==> config.mk <==
export PLATFORM = sky130hd
export DESIGN_NAME = sltt_cell
export DESIGN_NICKNAME = d
export VERILOG_FILES = /design/src/rtl/sltt_pkg.sv /design/src/rtl/sltt_cell.sv
export SDC_FILE = /design/constraint.sdc
export NUM_CORES = 1
export LEC_CHECK = 0
export ABC_CLOCK_PERIOD_IN_PS = 23900
export BUFFER_PORTS_ARGS = -buffer_cell sky130_fd_sc_hd__clkbuf_2
export CAP_MARGIN = 5
export CORE_MARGIN = 3
export CORE_UTILIZATION = 30
export CTS_CLUSTER_DIAMETER = 100
export DETAILED_ROUTE_END_ITERATION = 8
export PLACE_DENSITY_LB_ADDON = 0.15
export SYNTH_ARGS = -nofsm -noshare
export SYNTH_HDL_FRONTEND = slang
export SYNTH_SLANG_ARGS = --single-unit
==> constraint.sdc <==
create_clock -name clk -period 23.9 [get_ports clk]
set_input_delay 4.78 -clock clk [delete_from_list [all_inputs] [get_ports clk]]
set_output_delay 4.78 -clock clk [all_outputs]
set_load 0.01 [all_outputs]
==> src/rtl/sltt_pkg.sv <==
// Shared types for the session LRU tag table: command and result payloads,
// the search probe that walks the cell chain, and the write broadcast.
// No dependencies.
package sltt_pkg;

  localparam int unsigned SESSION_W = 32;
  localparam int unsigned TIME_W    = 48;
  localparam int unsigned OUT_IDX_W = 6;

  typedef struct packed {
    logic signed [SESSION_W-1:0] session_id;
    logic [TIME_W-1:0]           arrival_time;
  } cmd_t;

  typedef struct packed {
    logic [OUT_IDX_W-1:0] entry_index;
    logic                 newly_claimed;
    logic                 was_evicted;
  } result_t;

  // Running search state carried from cell to cell. Entry numbers travel
  // beside it, since their width follows the table depth.
  typedef struct packed {
    logic                 valid;
    logic [SESSION_W-1:0] tag;
    logic [TIME_W-1:0]    now;
    logic                 hit;
    logic                 have_free;
    logic                 have_old;
    logic [TIME_W-1:0]    old_time;
  } probe_t;

  // Update broadcast to every cell; only the addressed cell takes it.
  typedef struct packed {
    logic                 en;
    logic                 claim;
    logic [SESSION_W-1:0] tag;
    logic [TIME_W-1:0]    now;
  } write_t;

endpackage

==> src/rtl/sltt_cell.sv <==
// One table entry of the session LRU tag table and its stage of the search chain.
// Depends on sltt_pkg for the probe and write types.
module sltt_cell import sltt_pkg::*; #(
  parameter int unsigned IDX_W    = 6,
  parameter int unsigned CELL_IDX = 0
) (
  input  logic             clk,
  input  logic             rst,
  input  probe_t           probe_in,
  input  logic [IDX_W-1:0] hit_idx_in,
  input  logic [IDX_W-1:0] free_idx_in,
  input  logic [IDX_W-1:0] old_idx_in,
  output probe_t           probe_out,
  output logic [IDX_W-1:0] hit_idx_out,
  output logic [IDX_W-1:0] free_idx_out,
  output logic [IDX_W-1:0] old_idx_out,
  input  write_t           wr,
  input  logic [IDX_W-1:0] wr_idx
);

  localparam logic [IDX_W-1:0] MY_IDX = IDX_W'(CELL_IDX);

  logic                 valid;
  logic [SESSION_W-1:0] session;
  logic [TIME_W-1:0]    last;

  probe_t           probe_next;
  logic [IDX_W-1:0] hit_idx_next;
  logic [IDX_W-1:0] free_idx_next;
  logic [IDX_W-1:0] old_idx_next;

  // Once a hit is found the probe passes through untouched, so the first
  // matching entry wins.
  always_comb begin
    probe_next    = probe_in;
    hit_idx_next  = hit_idx_in;
    free_idx_next = free_idx_in;
    old_idx_next  = old_idx_in;
    if (probe_in.valid && !probe_in.hit) begin
      if (!valid) begin
        if (!probe_in.have_free) begin
          probe_next.have_free = 1'b1;
          free_idx_next        = MY_IDX;
        end
      end else if (session == probe_in.tag) begin
        probe_next.hit = 1'b1;
        hit_idx_next   = MY_IDX;
      end else if (!probe_in.have_old || (last < probe_in.old_time)) begin
        probe_next.have_old = 1'b1;
        probe_next.old_time = last;
        old_idx_next        = MY_IDX;
      end
    end
  end

  always_ff @(posedge clk) begin
    hit_idx_out  <= hit_idx_next;
    free_idx_out <= free_idx_next;
    old_idx_out  <= old_idx_next;
    if (rst) begin
      probe_out <= '0;
    end else begin
      probe_out <= probe_next;
    end
  end

  always_ff @(posedge clk) begin
    if (wr.en && (wr_idx == MY_IDX)) begin
      last <= wr.now;
      if (wr.claim) begin
        session <= wr.tag;
      end
    end
  end

  always_ff @(posedge clk) begin
    if (rst) begin
      valid <= 1'b0;
    end else if (wr.en && wr.claim && (wr_idx == MY_IDX)) begin
      valid <= 1'b1;
    end
  end

endmodule

### Word level (Yosys, flattened, before mapping)

Index checks and enable logic that the tools add are counted.

| storage, ports and cells | value |
|---|---|
| bits of input ports | 240 |
| register bits | 231 |
| output and inout port bits | 150 |
| word-level logic and storage cells | 41 |

| operators by class | value |
|---|---|
| magnitude comparators | 1 |
| mux-type cells | 17 |
| eq/ne operators | 1 |
| reduce and logical (&&, ||, !) cells | 9 |

Operators with widths:

| kind | count |
|---|---|
| 2-to-1 mux 49 bit | 3 |
| 2-to-1 mux 6 bit | 10 |
| 2-to-1 mux 51 bit | 1 |
| < comparator 48 bit | 1 |
| == test 32 bit | 1 |
| zero test 6 bit | 1 |
| logical AND 1 bit | 4 |
| 2-to-1 mux 1 bit | 3 |
| zero test 1 bit | 2 |
| AND reduction 2 bit | 1 |
| logical OR 1 bit | 1 |

### Depth between registers and ports, before layout

Gate-level depths: netlist of the first run.

| depth | value |
|---|---|
| depth after elaboration | 6 |
| mapped depth | 11 |
| mapped depth without buffers | 9 |

### Worst setup path after synthesis of the first run

No wires, ideal clock.

| timing | value |
|---|---|
| kind | input-to-reg |
| start point | in wr_idx[2] |
| end point | reg session[0] (enable) |
| setup slack | 12.226 ns |
| path buffers | 0 |
| data arrival time | 11.281 ns |
| library setup time | 0.393 ns |
| stages | 3 |
| required time | 23.507 ns |
| cell sequence | or4b_2 nor4_1 and2_1 |

| on the way | value |
|---|---|
| word-level cells in the longest chain between the ends | 3 |

RTL lines:

| what | RTL line | text |
|---|---|---|
| start: declaration | sltt_cell.sv:18 | `input logic [IDX_W-1:0] wr_idx` |
| zero test 6 bit | sltt_cell.sv:68 | `if (wr.en && (wr_idx == MY_IDX)) begin` |
| logical AND 1 bit | sltt_cell.sv:68 |  |
| AND reduction 2 bit (no line) | -- |  |
| end signal: assignment | sltt_cell.sv:71 | `session <= wr.tag;` |
| end: declaration | sltt_cell.sv:24 | `logic [SESSION_W-1:0] session;` |

Every way passes these cells.
A chain may end at the register's enable or synchronous reset.

### Worst setup path in the final report of the first run

| timing | value |
|---|---|
| start point | in probe_in[15] (netlist bit) |
| end point | reg old_idx_out[4] |

| on the way | value |
|---|---|
| word-level cells in the longest chain between the ends | 6 |

RTL lines:

| what | RTL line | text |
|---|---|---|
| start: declaration | sltt_cell.sv:9 | `input probe_t probe_in,` |
| < comparator 48 bit | sltt_cell.sv:48 | `end else if (!probe_in.have_old \|\| (last < probe_in.old_time)) begin` |
| logical OR 1 bit | sltt_cell.sv:48 |  |
| 2-to-1 mux 6 bit | sltt_cell.sv:48 |  |
| 2-to-1 mux 6 bit | sltt_cell.sv:45 | `end else if (session == probe_in.tag) begin` |
| 2-to-1 mux 6 bit | sltt_cell.sv:40 | `if (!valid) begin` |
| 2-to-1 mux 6 bit | sltt_cell.sv:39 | `if (probe_in.valid && !probe_in.hit) begin` |
| via old_idx_next[4] | sltt_cell.sv:30 | `logic [IDX_W-1:0] old_idx_next;` |
| end signal: assignment | sltt_cell.sv:59 | `old_idx_out <= old_idx_next;` |
| end: declaration | sltt_cell.sv:16 | `output logic [IDX_W-1:0] old_idx_out,` |

The timed path passes the listed nets, and every way through them passes these cells.

==> summary.txt, run 1 <==
Worst hold path
  • Hold Crit Class: reg -> reg
  • Hold path start: last[15]
  • Worst hold path cell count: 2

Die
  • Row count: 62
  • Die area: 31920 um2
  • Core area: 29010 um2
  • Starting Density: 0.3083
  • I/O pin total: 390
  • DIE HEIGHT: 178.7 um
  • Chip width: 178.7 um

Detailed routing
  • Routed WL: 25380 um
  • Avg WL per Cell: 16.57 um
  • Met3 wire length: 2644 um
  • Number of remaining DRC errors: 0
  • First-pass iteration count of the detailed router: 4
  • Routed met2 length: 12260 um
  • DR iter-0 viols: 212
  • Vias post-DR: 6399
  • Detailed-route vias per instance: 4.180
  • Antenna Nets Post-Route: 0
  • Met1 wire length: 9839 um
  • Top Layer Used: met5

Finish
  • Nets: 1411
  • P&R area growth vs syn: 35.87%
  • Filler cells: 2933
  • Post-Layout Inst Area: 12150 um2
  • Layout cells sized above 1: 0.3825

Global route
  • First-pass GRT wire length: 37590 um
  • All-Layer GR Usage: 0.1540
  • Grt total ovfl: 0
  • Largest net degree at the start of global routing: 105
  • Initial antenna violation count: 3
  • Vias in the first global route: 6594

Power and ir drop
  • Switching power total: 0.2041 mW
  • Leak: 5.963 nW
  • Internal: 0.7147 mW
  • Switching share of power: 0.2221
  • Part of the power in registers: 0.462
  • Clock share of power: 0.455
  • Combinational fraction of design power: 0.082
  • Highest ir drop seen on vdd: 0.00007172 V
  • Power Density: 75.61 nW/um2

STA
  • Fin crit period: 7.217 ns
  • Tcrit/Tclk final: 0.3019
  • Endpoints failing hold: 0
  • Slew margin rel.: 0.2956
  • # setup viols final: 0
  • Maximum clock frequency: 138.6 MHz
  • Setup ws final: 16.68 ns
  • RSZ-0062 raised after global routing: false
  • Setup Skew: 0.01381 ns
  • Max-slew violation count: 0
  • Worst-Margin Slew: 1.057 ns
  • Final TNS setup: 0 ns

Clock network
  • CTS Buf Count: 27
  • CTS tree: built
  • CTS Hold Buffers Added: 0
  • TritonCTS Sinks: 231
  • Htree depth: 1
  • Post-CTS resize count: 0
  • CTS max path bufs: 3
  • Worst-Skew Late Latency: 0.54 ns
  • Reg clk slew, reported paths: 0.06 ns
  • Setup bufs post-CTS: 0
  • Root cell of the clock tree: clkbuf_16

Job
  • Max Cap Viol: 0

Worst setup path
  • Critical path endpoint category: flop
  • Reg2reg start: last[15]
  • Required @ worst endpoint: 24.32 ns
  • Crit path from: probe_in[15]
  • CP Max Fanout: 54
  • FF-to-FF path depth: 8
  • WS Path Type: in -> reg
  • Worst setup SP type: input pin
  • Crit path DAT: 7.64 ns

Yosys
  • Seq/Total Area, Yosys: 0.6066
  • Number of flops mapped to enable cells by yosys: 80
  • Yosys top cell by area: dfxtp_1
  • Synth top area share: 0.3380
  • Post-synth design cell area: 8944 um2
  • Ys flop type: dfxtp_1
  • Syn nets: 1016
  • YS warnings: 0
  • Top-count cell post-synth: dfxtp_1
  • Synth area leaders: dfxtp_1 34%, edfxtp_1 27%, nand2b_1 6.7%, ha_1 6.6%, nor2b_1 6.6%
  • Post-Synthesis Cells: 729
  • Mapped Avg Cell Area: 12.27 um2
  • Yosys cell types: 36
  • Ys async rst share: 0
  • #FFs+latches synth: 231
  • Synth top cells by count: 151 x dfxtp_1, 96 x nand2b_1, 94 x nor2b_1

Placement
  • I/O Buffers: 389
  • RD Place Congestion: 0.7516
  • Post-DP HPWL: 19610 um
  • Area after DPL: 11220 um2
  • Setup slack after placement: 16.01 ns

Run status
  • Status: complete, no violations
## final cells by class
cell class | count | area, um2 | share of cell area
Clock buffer | 45 | 855.8 | 0.07043
Sequential cell | 231 | 5425 | 0.4465
Inverter | 50 | 187.7 | 0.01544
Clock inverter | 5 | 71.32 | 0.005869
Antenna cell | 2 | 5.005 | 0.0004119
Multi-Input combinational cell | 422 | 3154 | 0.2596
Tap cell | 384 | 480.5 | 0.03954
Timing Repair Buffer | 392 | 1972 | 0.1623
## registers in the layout (all words and copies together), names as in the netlist
| name | cells |
|---|---|
| session | 32 |
| probe_out | 132 |
| old_idx_out | 6 |
| last | 48 |
| hit_idx_out | 6 |
| free_idx_out | 6 |
| valid | 1 |
## worst paths after layout
path | to | slack [ns]
worst max register to register | old_idx_out[4] | 20.67
worst min register to register | probe_out[15] | 0.54
worst max-delay path | old_idx_out[4] | 16.68
worst min-delay path | probe_out[15] | 0.54
## cell usage in the layout, fill, tap and decap left out, types with 2 or more instances in the layout
master	netlist	layout
nand3_1	5	5
clkbuf_2	0	388
clkbuf_1	20	9
buf_4	0	4
and2_1	7	7
nand2_1	19	19
xor2_1	32	32
dfxtp_1	151	151
mux2i_1	48	48
nand4_1	6	6
inv_4	0	2
a21oi_1	17	17
clkbuf_8	0	7
nor4_1	11	10
diode_2	0	2
a211oi_1	2	2
nor2_1	9	9
a221oi_1	3	3
nor2b_1	94	94
and4_1	3	3
edfxtp_1	80	80
clkbuf_16	0	29
inv_1	50	50
and3_1	2	2
o21ai_0	8	8
ha_1	47	47
nand2b_1	96	96
## routing by layer
layer	global-route usage	vias up
li1	-	3227
met1	0.1761	2877
met2	0.2654	252
met3	0.06417	41
met4	0.04091	2
met5	0	-
## critical path: stages
cell	delay (ns)
clkbuf_2	0.09
inv_1	0.04
ha_1	0.29
and4_1	0.25
a31oi_1	0.16
o21ai_0	0.11
a211oi_1	0.36
o21a_1	0.22
nand3_4	0.77
and2_1	0.50
## through the flow
stage,util,hold WS [ns],power (mW),cells
final,0.4188,0.5433,0.9188,1531
after global routing,0.4188,0.5793,0.9611,1531
after CTS,0.4187,0.5495,0.9378,1529
after detailed placement,0.3867,0.5370,0.5106,1479
after global placement,0.3867,0.5315,0.5102,1479
after floorplan,-,0.4962,0.4667,729
## power by group through the flow
stage	registers, mW	logic [mW]	clock network [mW]
after floorplan	0.440	0.0266	0
after global placement	0.433	0.0770	0
after detailed placement	0.433	0.0773	0
after CTS	0.425	0.0776	0.435
after global routing	0.426	0.0854	0.450
final	0.425	0.0758	0.418
## logic make-up after synthesis
| logic type | synth area share |
|---|---|
| DFF | 0.6066 |
| AOI/OAI and AO/OA | 0.02658 |
| and+or+nand+nor | 0.1738 |
| buffers and inverters | 0.04225 |
| adders and majority gates | 0.06575 |
| muxes | 0.05372 |
| xor gates and xnor gates | 0.03134 |
(Power assumes the default switching activity.)
==> run 2: changes to the inputs <==
--- a/config.mk
+++ b/config.mk
@@ -5,7 +5,7 @@
 export SDC_FILE = /design/constraint.sdc
 export NUM_CORES = 1
 export LEC_CHECK = 0
-export ABC_CLOCK_PERIOD_IN_PS = 23900
+export ABC_CLOCK_PERIOD_IN_PS = 6200
 export BUFFER_PORTS_ARGS = -buffer_cell sky130_fd_sc_hd__clkbuf_2
 export CAP_MARGIN = 5
 export CORE_MARGIN = 3
==> constraint.sdc (replaced) <==
create_clock -name clk -period 6.2 [get_ports clk]
set_input_delay 1.24 -clock clk [delete_from_list [all_inputs] [get_ports clk]]
set_output_delay 1.24 -clock clk [all_outputs]
set_load 0.01 [all_outputs]
==> run 2 against run 1 <==
  * Worst hold slack got worse by 0.0035 ns
  * Clock skew down 0.0024 ns
  * Flip-flop and latch count did not move
  * Non-clock buffer count is the same
  * Core utilization shrank 0.36 points
  * Final cell count is 0.20% lower
  * Clock power increased to 3.5 times the previous value
  * First-iteration DRC count rose by 9.4%
  * Power rose to 3.7 times the previous value
  * Wire length shrank 1.0%
  * Critical endpoint is now old_idx_out[2]
==> summary.txt, run 2 (synthesized netlist as in run 1, its figures left out) <==
Worst setup path
  • Max incr delay on CP: 0.74 ns (-0.03 ns)
  • FF-to-FF path depth: 8 (unchanged)
  • Worst Setup EP: old_idx_out[2]
  • Critical-path cell list: clkbuf_2 > inv_1 > ha_1 > and4_1 > a31oi_1 > o21ai_0 > a211oi_1 > o21a_1 > nand3_4 > and2_1
  • Crit path from: probe_in[15]
  • Slowest CP cell: nand3_4
  • R2R setup slack: 3.03 ns (-17.64 ns)
  • Critical path endpoint category: flop
  • Worst setup SP type: input pin
  • Required @ worst endpoint: 6.60 ns (-17.72 ns)
  • Crit path DAT: 4.00 ns (-3.64 ns)
  • CP Max Fanout: 54 (unchanged)
  • WS Path Type: in -> reg
  • FF-to-FF End: old_idx_out[2]
  • Reg2reg start: last[11]

Power and ir drop
  • Total Power: 3.387 mW (+270%)
  • Power Density: 281.2 nW/um2 (+270%)
  • Internal: 2.623 mW (+270%)
  • Clock share of power: 0.431 (-0.024)
  • Switching share of power: 0.2256 (+0.003522)
  • Combinational fraction of design power: 0.086 (+0.004)
  • Switching power total: 0.7643 mW (+270%)
  • Highest ir drop seen on vdd: 0.0001772 V (+150%)
  • Part of the power in registers: 0.483 (+0.021)
  • Leak: 5.919 nW (-0.73%)

STA
  • RSZ-0062 raised after global routing: false
  • Maximum clock frequency: 277.5 MHz
  • Final TNS setup: 0 ns (unchanged)
  • Max-slew violation count: 0 (unchanged)
  • Setup Skew: 0.01144 ns (-0.002362 ns)
  • Tcrit/Tclk final: 0.5812
  • Slew margin rel.: 0.2784 (-0.01721)
  • # setup viols final: 0 (unchanged)
  • Worst-Margin Slew: 1.082 ns (+0.02581 ns)
  • Fin crit period: 3.603 ns
  • Endpoints failing hold: 0 (unchanged)

Die
  • DIE HEIGHT: 178.7 um (unchanged)
  • Starting Density: 0.3083 (unchanged)
  • Core area: 29010 um2 (unchanged)
  • Die area: 31920 um2 (unchanged)
  • Chip width: 178.7 um (unchanged)
  • I/O pin total: 390 (unchanged)
  • Row count: 62 (unchanged)

Global route
  • Largest net degree at the start of global routing: 130 (+24%)
  • First-pass GRT wire length: 36980 um (-1.6%)
  • Initial antenna violation count: 2 (-1)
  • Grt total ovfl: 0 (unchanged)
  • All-Layer GR Usage: 0.1515 (-0.002492)
  • Vias in the first global route: 6715 (+1.8%)

Clock network
  • Setup bufs post-CTS: 0 (unchanged)
  • Reg clk slew, reported paths: 0.06 ns (about the same)
  • Worst-Skew Late Latency: 0.52 ns (-0.02 ns)
  • Post-CTS resize count: 0 (unchanged)
  • CTS Hold Buffers Added: 0 (unchanged)
  • CTS max path bufs: 3 (unchanged)
  • TritonCTS Sinks: 231 (unchanged)
  • CTS Buf Count: 26 (-3.7%)
  • CTS tree: built
  • Root cell of the clock tree: clkbuf_16
  • Htree depth: 1 (unchanged)

Placement
  • I/O Buffers: 389 (unchanged)
  • Post-DP HPWL: 19450 um (-0.78%)
  • Area after DPL: 11230 um2 (about the same)
  • RD Place Congestion: 0.7511 (about the same)

Detailed routing
  • First-pass iteration count of the detailed router: 4 (unchanged)
  • DR iter-0 viols: 232 (+9.4%)
  • Vias post-DR: 6391 (-0.13%)
  • Avg WL per Cell: 16.44 um (-0.82%)
  • Routed WL: 25120 um (-1.0%)
  • Detailed-route vias per instance: 4.183 (about the same)
  • Number of remaining DRC errors: 0 (unchanged)
  • Antenna Nets Post-Route: 0 (unchanged)

Finish
  • Nets: 1410 (-0.071%)
  • Top Registers: probe_out: 132 flops, last: 48 flops, session: 32 flops
  • Layout cells sized above 1: 0.3823 (about the same)
  • P&R area growth vs syn: 34.70%
  • Post-Layout Inst Area: 12050 um2 (-0.86%)
  • Most frequent cells in the layout: 388 x clkbuf_2, 151 x dfxtp_1, 96 x nand2b_1
  • Max reg flops: 132 (unchanged)
  • Largest register by flop count: probe_out
  • Most common cell after layout, fill and taps aside: clkbuf_2

Worst hold path
  • Hold Crit Class: reg -> reg

Run status
  • Status: complete, no violations

Job
  • Max Cap Viol: 0 (unchanged)
==> run 2: cell types whose count changed in the layout (fill, tap and decap cells not counted), moves of 2 or more <==
cell       delta
clkbuf_1      -2
clkinv_2      +7
clkbuf_16     -2
clkbuf_8      -2
==> run 2: area by class of cell <==
class | instances | area [um2]
inverters | 50 | 187.7
diodes | 1 | 2.502
fillers | 2902 | 16970
clock buffers | 39 | 770.7
clock inverters | 9 | 45.04
repair buffers | 392 | 1972
flip-flops and latches | 231 | 5425
well taps | 384 | 480.5
multi-input cells | 422 | 3163
==> run 2: worst max-delay path: cells and delay by family <==
kind            cells  cell delay [ns]
buf+inv             2             0.13
fa+ha+maj           1             0.29
compound gates      4             0.77
simple gates        3             1.49
==> run 2: power groups by stage <==
stage | logic, mW | clock network [mW] | registers [mW]
floorplan | 0.103 | 0 | 1.70
global placement | 0.296 | 0 | 1.67
detailed placement | 0.297 | 0 | 1.67
CTS | 0.298 | 1.51 | 1.64
global route | 0.329 | 1.58 | 1.64
finish | 0.290 | 1.46 | 1.64
==> run 2: how the worst min path moves through the flow <==
| stage | startpoint | end | slack (ns) | depth (start not counted) |
|---|---|---|---|---|
| 2_1_floorplan | valid | valid | 0.50 | 2 |
| 3_3_place_gp | valid | valid | 0.53 | 2 |
| 3_5_place_dp | last[35] | probe_out[35] | 0.54 | 2 |
| 4_1_cts | last[35] | probe_out[35] | 0.55 | 2 |
| 5_1_grt | last[38] | probe_out[38] | 0.58 | 2 |
| 6_report | last[35] | probe_out[35] | 0.54 | 2 |
==> run 2: layer usage <==
metal / global-route usage / wire length [um] / up-vias
li1: - / - / 3228
met1: 0.1631 / 9376 / 2877
met2: 0.2691 / 12360 / 247
met3: 0.07179 / 2929 / 37
met4: 0.03539 / 435 / 2
met5: 0 / 18 / -
==> run 2: metrics by stage <==
step                hold WS [ns]  instances  setup slack, ns  utilization
floorplan                 0.4962        729           0.1528            -
global placement          0.5265       1479            1.995       0.3870
detailed placement        0.5369       1479            1.953       0.3870
CTS                       0.5474       1527            2.510       0.4151
global route              0.5786       1528            2.295       0.4152
finish                    0.5397       1528            2.597       0.4152
